**src/sv/cdt_pkg.sv**
```systemverilog
// Types and constants shared by the client demux table modules.
`default_nettype none

package cdt_pkg;

	// Address field widths are fixed at two 64-bit words.
	localparam int ADDR_BYTES_MAX = 16;
	localparam int ADDR_W         = ADDR_BYTES_MAX * 8;

	// Hash offset basis (not the standard FNV-1a 64 basis); the prime is applied as shifts in the hash unit.
	localparam logic [63:0] FNV_BASIS = 64'd1469598103934665603;

	typedef enum logic [2:0] {
		OUT_MATCHED       = 3'd0,
		OUT_REBOUND       = 3'd1,
		OUT_ALLOCATED     = 3'd2,
		OUT_DROP_NOT_JOIN = 3'd3,
		OUT_DROP_FULL     = 3'd4
	} outcome_t;

	typedef struct packed {
		logic [63:0] addr_low;
		logic [63:0] addr_high;
		logic [4:0]  addr_length;
		logic        is_join;
		logic [31:0] join_nonce;
	} cdt_in_t;

	typedef struct packed {
		outcome_t    outcome;
		logic [3:0]  client_index;
	} cdt_out_t;

	typedef struct packed {
		logic [63:0] key;
		logic [63:0] addr_low;
		logic [63:0] addr_high;
		logic [4:0]  addr_length;
		logic [31:0] nonce;
	} slot_rec_t;

	typedef enum logic [1:0] {
		ST_IDLE,
		ST_HASH,
		ST_SCAN,
		ST_DONE
	} cdt_state_t;

endpackage

`default_nettype wire

```
**src/sv/cdt_hash.sv**
```systemverilog
// Byte-serial hash unit with FNV-1a 64 steps, one address byte per cycle.
`default_nettype none

module cdt_hash (
	input  logic                     clk,
	input  logic                     arst_n,
	input  logic                     start,
	input  logic [cdt_pkg::ADDR_W-1:0] addr,
	input  logic [4:0]               len,
	output logic                     done,
	output logic [63:0]              key
);
	import cdt_pkg::*;

	logic        run_q;
	logic [4:0]  cnt_q;
	logic [63:0] h_q;
	logic [7:0]  byte_sel;
	logic [63:0] x;
	logic [63:0] h_next;

	// Fold one byte; the prime 2^40 + 0x1B3 is a sum of shifts
	always_comb begin
		byte_sel = addr[{cnt_q[3:0], 3'b000} +: 8];
		x        = h_q ^ {56'd0, byte_sel};
		h_next   = (x << 40) + (x << 8) + (x << 7) + (x << 5) + (x << 4) + (x << 1) + x;
		done     = run_q && (cnt_q == len);
		key      = (len == 5'd0) ? 64'd0 : h_q;
	end

	// Advance the byte counter until the length is reached
	always_ff @(posedge clk or negedge arst_n) begin
		if (!arst_n) begin
			run_q <= 1'b0;
			cnt_q <= 5'd0;
		end else if (start) begin
			run_q <= 1'b1;
			cnt_q <= 5'd0;
		end else if (done) begin
			run_q <= 1'b0;
		end else if (run_q) begin
			cnt_q <= cnt_q + 5'd1;
		end
	end

	// Hold the running hash
	always_ff @(posedge clk) begin
		if (start) begin
			h_q <= FNV_BASIS;
		end else if (run_q && !done) begin
			h_q <= h_next;
		end
	end

endmodule

`default_nettype wire

```
**src/sv/cdt_slot_ram.sv**
```systemverilog
// Slot record memory: one write port, one registered read port.
`default_nettype none

module cdt_slot_ram #(
	parameter int DEPTH = 16,
	parameter int AW    = 4
) (
	input  logic               clk,
	input  logic               we,
	input  logic [AW-1:0]      waddr,
	input  cdt_pkg::slot_rec_t wdata,
	input  logic               re,
	input  logic [AW-1:0]      raddr,
	output cdt_pkg::slot_rec_t rdata
);
	import cdt_pkg::*;

	slot_rec_t mem [DEPTH];

	// Write and read in the same clocked block; reads see the old entry
	always_ff @(posedge clk) begin
		if (we) begin
			mem[waddr] <= wdata;
		end
		if (re) begin
			rdata <= mem[raddr];
		end
	end

endmodule

`default_nettype wire

```
**src/sv/client_demux_table_unit.sv**
```systemverilog
// Top level of the client demux table: datagram address to client slot.
//
// Usage: present a datagram on cmd and raise start; the transfer happens at
// the rising edge where start is high and busy is low. The block masks the
// address to its length, hashes it byte-serially (FNV-1a 64 steps with the
// package basis), then reads the slot memory one slot per cycle, looking for
// an exact match, a slot with the same join nonce and the lowest free slot. A
// decision state follows, in which a rebind or allocation writes the slot record back.
// The result sits on result for exactly one cycle with done high; the
// receiver cannot stall it. Busy drops in that same cycle, so a new start is
// taken while the result is shown.
// N = slot count in use (at most MAX_SLOTS); the scan reads slots 0 to N-1.
// No new item is taken while one is in work; the hash loop (one byte a cycle)
// and the single memory read port set how long that work lasts.
// Writes land only in the decision cycle and reads for the next item start
// after hashing, so the controller serialises all memory accesses.
// Reset clears every slot valid bit at once and sets slots_in_use to 16;
// slot records need no clearing since only valid slots are compared.
// cfg_we / cfg_wdata write slots_in_use; write only while the block is idle.
`default_nettype none

module client_demux_table_unit #(
	parameter int MAX_SLOTS  = 16,
	parameter int ADDR_BYTES = 16
) (
	input  logic              clk,
	input  logic              arst_n,
	input  logic              start,
	input  cdt_pkg::cdt_in_t  cmd,
	output logic              busy,
	output logic              done,
	output cdt_pkg::cdt_out_t result,
	input  logic              cfg_we,
	input  logic [4:0]        cfg_wdata
);
	import cdt_pkg::*;

	localparam int IDX_W = (MAX_SLOTS > 1) ? $clog2(MAX_SLOTS) : 1;
	localparam int CNT_W = $clog2(MAX_SLOTS + 1);

	cdt_state_t           state_q, state_d;
	logic [4:0]           slots_q;
	logic [MAX_SLOTS-1:0] valid_q;

	logic [63:0]          lo_q, hi_q, key_q;
	logic [4:0]           len_q;
	logic                 join_q;
	logic [31:0]          nonce_q;

	logic [CNT_W-1:0]     rd_cnt_q;
	logic [CNT_W-1:0]     limit;
	logic                 issue;
	logic                 cmp_vld_s1;
	logic [IDX_W-1:0]     cmp_idx_s1;
	slot_rec_t            rdata_s1;

	logic                 match_hit_q, nonce_hit_q, free_hit_q;
	logic [IDX_W-1:0]     match_idx_q, nonce_idx_q, free_idx_q;
	logic                 hit_match, hit_nonce, hit_free;

	logic                 accept;
	logic                 hash_done;
	logic [63:0]          hash_key;
	logic [4:0]           len_sat;
	logic [ADDR_W-1:0]    addr_in, addr_m;

	logic                 wr_en, alloc;
	logic [IDX_W-1:0]     wr_idx;
	cdt_out_t             res_d;
	slot_rec_t            wr_rec;
	logic                 done_q;
	cdt_out_t             result_q;

	// Saturate the length and clear the bytes beyond it
	always_comb begin
		addr_in = {cmd.addr_high, cmd.addr_low};
		len_sat = (cmd.addr_length > 5'(ADDR_BYTES)) ? 5'(ADDR_BYTES) : cmd.addr_length;
		for (int b = 0; b < ADDR_BYTES_MAX; b++) begin
			addr_m[b*8 +: 8] = (5'(b) < len_sat) ? addr_in[b*8 +: 8] : 8'd0;
		end
	end

	// Clip the slot count to the table depth
	always_comb begin
		if (32'(slots_q) > MAX_SLOTS) begin
			limit = CNT_W'(MAX_SLOTS);
		end else begin
			limit = CNT_W'(slots_q);
		end
	end

	assign accept = start && (state_q == ST_IDLE);
	assign issue  = (state_q == ST_SCAN) && (rd_cnt_q < limit);

	cdt_hash u_hash (
		.clk    (clk),
		.arst_n (arst_n),
		.start  (accept),
		.addr   ({hi_q, lo_q}),
		.len    (len_q),
		.done   (hash_done),
		.key    (hash_key)
	);

	cdt_slot_ram #(
		.DEPTH (MAX_SLOTS),
		.AW    (IDX_W)
	) u_ram (
		.clk   (clk),
		.we    (wr_en),
		.waddr (wr_idx),
		.wdata (wr_rec),
		.re    (issue),
		.raddr (rd_cnt_q[IDX_W-1:0]),
		.rdata (rdata_s1)
	);

	// Compare the slot read in the previous cycle
	always_comb begin
		hit_match = cmp_vld_s1 && valid_q[cmp_idx_s1] && (key_q != 64'd0)
			&& (rdata_s1.key == key_q) && (rdata_s1.addr_length == len_q)
			&& (rdata_s1.addr_low == lo_q) && (rdata_s1.addr_high == hi_q);
		hit_nonce = cmp_vld_s1 && valid_q[cmp_idx_s1] && (rdata_s1.nonce == nonce_q);
		hit_free  = cmp_vld_s1 && !valid_q[cmp_idx_s1];
	end

	// Next state and busy
	always_comb begin
		state_d = state_q;
		busy    = 1'b1;
		unique case (state_q)
			ST_IDLE: begin
				busy = 1'b0;
				if (start) begin
					state_d = ST_HASH;
				end
			end
			ST_HASH: begin
				if (hash_done) begin
					state_d = ST_SCAN;
				end
			end
			ST_SCAN: begin
				if (!issue) begin
					state_d = ST_DONE;
				end
			end
			ST_DONE: begin
				state_d = ST_IDLE;
			end
			default: begin
				state_d = ST_IDLE;
			end
		endcase
	end

	// Decide the outcome and the slot to write back
	always_comb begin
		wr_en              = 1'b0;
		alloc              = 1'b0;
		wr_idx             = nonce_idx_q;
		res_d.outcome      = OUT_DROP_NOT_JOIN;
		res_d.client_index = 4'd0;
		priority if (match_hit_q) begin
			res_d.outcome      = OUT_MATCHED;
			res_d.client_index = 4'(match_idx_q);
		end else if (join_q && nonce_hit_q) begin
			wr_en              = (state_q == ST_DONE);
			res_d.outcome      = OUT_REBOUND;
			res_d.client_index = 4'(nonce_idx_q);
		end else if (join_q && free_hit_q) begin
			wr_en              = (state_q == ST_DONE);
			alloc              = (state_q == ST_DONE);
			wr_idx             = free_idx_q;
			res_d.outcome      = OUT_ALLOCATED;
			res_d.client_index = 4'(free_idx_q);
		end else if (join_q) begin
			res_d.outcome      = OUT_DROP_FULL;
		end else begin
			res_d.outcome      = OUT_DROP_NOT_JOIN;
		end
		wr_rec.key         = key_q;
		wr_rec.addr_low    = lo_q;
		wr_rec.addr_high   = hi_q;
		wr_rec.addr_length = len_q;
		wr_rec.nonce       = nonce_q;
	end

	// Control registers
	always_ff @(posedge clk or negedge arst_n) begin
		if (!arst_n) begin
			state_q     <= ST_IDLE;
			slots_q     <= 5'd16;
			valid_q     <= '0;
			done_q      <= 1'b0;
			rd_cnt_q    <= '0;
			cmp_vld_s1  <= 1'b0;
			match_hit_q <= 1'b0;
			nonce_hit_q <= 1'b0;
			free_hit_q  <= 1'b0;
		end else begin
			state_q <= state_d;
			done_q  <= (state_q == ST_DONE);
			if (cfg_we) begin
				slots_q <= cfg_wdata;
			end
			if (alloc) begin
				valid_q[wr_idx] <= 1'b1;
			end
			if (state_q == ST_HASH) begin
				rd_cnt_q    <= '0;
				cmp_vld_s1  <= 1'b0;
				match_hit_q <= 1'b0;
				nonce_hit_q <= 1'b0;
				free_hit_q  <= 1'b0;
			end else begin
				cmp_vld_s1 <= issue;
				if (issue) begin
					rd_cnt_q <= rd_cnt_q + CNT_W'(1);
				end
				if (hit_match && !match_hit_q) begin
					match_hit_q <= 1'b1;
				end
				if (hit_nonce && !nonce_hit_q) begin
					nonce_hit_q <= 1'b1;
				end
				if (hit_free && !free_hit_q) begin
					free_hit_q <= 1'b1;
				end
			end
		end
	end

	// Payload registers: item, key, lowest hit indexes and result
	always_ff @(posedge clk) begin
		if (accept) begin
			lo_q    <= addr_m[63:0];
			hi_q    <= addr_m[127:64];
			len_q   <= len_sat;
			join_q  <= cmd.is_join;
			nonce_q <= cmd.join_nonce;
		end
		if ((state_q == ST_HASH) && hash_done) begin
			key_q <= hash_key;
		end
		if (issue) begin
			cmp_idx_s1 <= rd_cnt_q[IDX_W-1:0];
		end
		if (hit_match && !match_hit_q) begin
			match_idx_q <= cmp_idx_s1;
		end
		if (hit_nonce && !nonce_hit_q) begin
			nonce_idx_q <= cmp_idx_s1;
		end
		if (hit_free && !free_hit_q) begin
			free_idx_q <= cmp_idx_s1;
		end
		if (state_q == ST_DONE) begin
			result_q <= res_d;
		end
	end

	assign done   = done_q;
	assign result = result_q;

endmodule

`default_nettype wire

```
**config.mk**
```make
export PLATFORM = sky130hd
export DESIGN_NAME = client_demux_table_unit
export DESIGN_NICKNAME = d
export VERILOG_FILES = /design/src/sv/cdt_pkg.sv /design/src/sv/cdt_hash.sv /design/src/sv/cdt_slot_ram.sv /design/src/sv/client_demux_table_unit.sv
export SDC_FILE = /design/constraint.sdc
export NUM_CORES = 2
export LEC_CHECK = 0
export BUFFER_PORTS_ARGS = -buffer_cell sky130_fd_sc_hd__buf_2
export CORE_ASPECT_RATIO = 1.4
export CORE_MARGIN = 2
export CORE_UTILIZATION = 35
export CTS_CLUSTER_DIAMETER = 150
export DETAILED_ROUTE_END_ITERATION = 6
export PLACE_DENSITY_LB_ADDON = 0.1
export SLEW_MARGIN = 20
export SYNTH_ARGS = -nofsm -noshare
export SYNTH_HDL_FRONTEND = slang
export SYNTH_HIERARCHICAL = 1
export SYNTH_SLANG_ARGS = --single-unit
```
**constraint.sdc**
```tcl
create_clock -name clk -period 27.2 [get_ports clk]
set_clock_uncertainty 0.05 [all_clocks]
set_input_delay 5.44 -clock clk [delete_from_list [all_inputs] [get_ports clk]]
set_output_delay 5.44 -clock clk [all_outputs]
set_load 0.03 [all_outputs]
```
==> impl_metrics.ini <==
[clock_tree]
cts_resized = 0
cts_tree = yes
cts-htree-levels = 5
cts_buffers = 431
path_clk_slew_ps = 70
clock_path_buffers = 4
post_cts_buffers = 0
clk_latency_ps = 1040
ctsRootBufferMaster = clkbuf_16
hold_buffers = 0
clkSinkCount = 4249

[finish]
stdcell_count = 15400
final_util_pct = 40.0
area_growth_pct = 13.9
nets = 9199
layout-drive-gt1-share_pct = 23.7
fill_cells = 43200

[worst_setup_path]
path_delay_family = compound AO/OA/AOI/OAI gates
arrival_ps = 10380
path_cells = buf_4 -> buf_4 -> mux4_2 -> mux4_2 -> xor2_1 -> inv_1 -> fa_1 -> fa_1 -> inv_1 -> ha_1 -> ha_1 -> ha_1 -> fa_1 -> a211o_1 -> a211o_1 -> a2111oi_0 -> o221ai_1 -> nand3_1 -> nand3_1 -> a221oi_1 -> o21ai_0 -> o21ai_0 -> nor3_1
critical-path-slowest-cell = a2111oi_0
end_kind = flop
cp.buffers_inverters = 4
critPathMaxFanout = 20
start_kind = flop
max_stage_delay_ps = 820
reg2reg_setup_slack_ps = 17660
worstSetupPathType = reg -> reg
cp.required_ps = 28040

[global_route]
grt_pass1_wl_mm = 758
antenna_found_initial = 49
grt_max_degree = 113
grt_usage_pct = 22.2
globalRouteOverflowTotal = 0
grt_pass1_vias = 90600

[yosys]
synth.distinct_cells = 77
yosysMostFrequentCell = edfxtp_1
synth_nets = 8706
synth_edf_count = 4146
synthTopCellsByCount = edfxtp_1 (4146), mux4_2 (901), a22oi_1 (396)
syn-mean-instance-area_sq_um = 20.9
synth_top_area_share_pct = 73.0
async_reset_ff_share_pct = 0.918
seq_area_frac_synth_pct = 74.4
netlist_instances = 8164
ys_ff_latch = 4249
synth_area_leaders = edfxtp_1 (73%), mux4_2 (12%), fa_1 (2.9%), a22oi_1 (1.7%), xnor2_1 (1.2%)
yosys.area.top_type = edfxtp_1
synth_warnings = 6
synthFlopType = edfxtp_1
syn_area_sq_um = 170000

[placed_design]
place_congestion = 0.840
place_hpwl_mm = 321
io_buffer_count = 183
place_inst = 14600
dp_slack_ps = 17610

[route]
dr_total_vias = 86000
routedWlPerCell_um = 35.8
drt-total-wl_mm = 553
vias_per_cell = 5.57
drtIter0Drc = 8595
antenna_left = 0
dr.pass1.iters = 6
drcViolationCount = 0

[floorplan]
die_width_um = 594
rows = 303
top_level_ports = 184
chipHeight_um = 830
initial_core_util_pct = 35.1
die_area_sq_um = 493000
coreArea_sq_um = 486000

[power_and_ir_drop]
leakage_nw = 63.2
ir_drop_mv = 0.0538
power.density_nw_per_um2 = 67.1

[sta]
tns_ps = 0
min_period_ps = 9540
slew_violations = 0
layout_setup_ws_ps = 17660
rsz0062_at_grt = false
hold_viol = 0
fmax_mhz = 105
min_period_over_period_pct = 35.1
setup_viol = 0
slew-limit-headroom_pct = 16.0
worst_pin_slew_ps = 1250

[min_path]
hold_path_class = reg -> reg

[run_status]
outcome = completed

[flow_run]
maxCapViolations = 0
==> final cells by class <==
type,instances,area (sq um),share of cell area (%)
Antenna cell,18,45.0,0.0232
Clock buffer,532,11200,5.79
Clock inverter,256,2510,1.29
Inverter,99,372,0.191
Multi-Input combinational cell,3433,42000,21.6
Sequential cell,4249,127000,65.3
Tap cell,6405,8010,4.13
Timing Repair Buffer,443,3190,1.64
==> cell families after synthesis <==
| family | synth area share [%] |
|---|---|
| DFF | 74.4 |
| AOI/OAI and AO/OA | 3.54 |
| buffers and inverters | 1.25 |
| and+or+nand+nor | 2.64 |
| muxes | 12.9 |
| xor gates and xnor gates | 1.50 |
| adders and majority gates | 3.78 |
==> worst reg2reg max path, cell delays in order (launching register included) <==
cell and delay, ps:
dfrtp_2 630, buf_4 370, buf_4 570, mux4_2 780, mux4_2 640, xor2_1 630, inv_1 190, fa_1 550
fa_1 560, inv_1 50, ha_1 280, ha_1 290, ha_1 240, fa_1 440, a211o_1 360, a211o_1 380
a2111oi_0 820, o221ai_1 420, nand3_1 180, nand3_1 160, a221oi_1 480, o21ai_0 130, o21ai_0 110, nor3_1 70
==> metrics by stage <==
step           hold slack (ps)  total power, mW  cell area, sq um
2_1_floorplan              373             7.23            170000
3_3_place_gp               385             7.27            180000
3_5_place_dp               392             7.26            180000
4_1_cts                    408             13.2            194000
5_1_grt                    422             13.4            194000
6_report                   404             13.0            194000
==> state kept, by name, summed over array words and instances, names as in the netlist, 2 cells and up <==
| name | count |
|---|---|
| free_idx_q | 4 |
| nonce_idx_q | 4 |
| nonce_q | 32 |
| u_ram/mem | 3664 |
| cmp_idx_s1 | 4 |
| hi_q | 64 |
| len_q | 5 |
| rd_cnt_q | 5 |
| u_hash/cnt_q | 5 |
| u_hash/h_q | 64 |
| result | 7 |
| valid_q | 16 |
| key_q | 64 |
| lo_q | 64 |
| slots_q | 5 |
| match_idx_q | 4 |
| u_ram/rdata | 229 |
| state_q | 2 |
==> worst paths after layout <==
kind	startpoint	to	depth (start not counted)
worst max-delay path	u_hash/cnt_q[0]	u_hash/h_q[63]	23
worst min-delay path	valid_q[9]	valid_q[9]	1
worst max register to register	u_hash/cnt_q[0]	u_hash/h_q[63]	23
worst min register to register	valid_q[9]	valid_q[9]	1
max in group asynchronous	arst_n	rd_cnt_q[3]	2
min in group asynchronous	arst_n	state_q[1]	2
==> power by group <==
part	internal (mW)	switching (mW)	total [mW]	leakage, nW
sequential	7.08	0.000439	7.08	42.0
clock	3.30	2.60	5.90	6.67
combinational	0.0170	0.0320	0.0490	14.6
total	10.4	2.63	13.0	63.2
==> layout by cell type, fill, tap and decap left out, types with 45 or more instances in the layout <==
| cell | instances |
|---|---|
| xor2_1 | 57 |
| clkbuf_16 | 433 |
| nor2b_1 | 201 |
| o21ai_0 | 65 |
| clkbuf_1 | 96 |
| and2_1 | 45 |
| a21oi_1 | 104 |
| edfxtp_1 | 4146 |
| buf_2 | 183 |
| buf_4 | 235 |
| nand4_1 | 79 |
| inv_1 | 96 |
| clkinv_2 | 69 |
| nor2_1 | 71 |
| nand2_1 | 292 |
| dfxtp_1 | 64 |
| mux4_2 | 901 |
| fa_1 | 246 |
| a21o_1 | 56 |
| a22oi_1 | 396 |
| ha_1 | 121 |
| xnor2_1 | 228 |
| clkinv_1 | 104 |
| mux2_2 | 115 |
==> routing by layer <==
metal  GRT usage (%)  share of wire (%)
met2            38.1                 50
met3            3.36                5.6
met4            7.59                3.7
met1            28.7                 40
met5               0             0.0065
(Power assumes the default switching activity.)
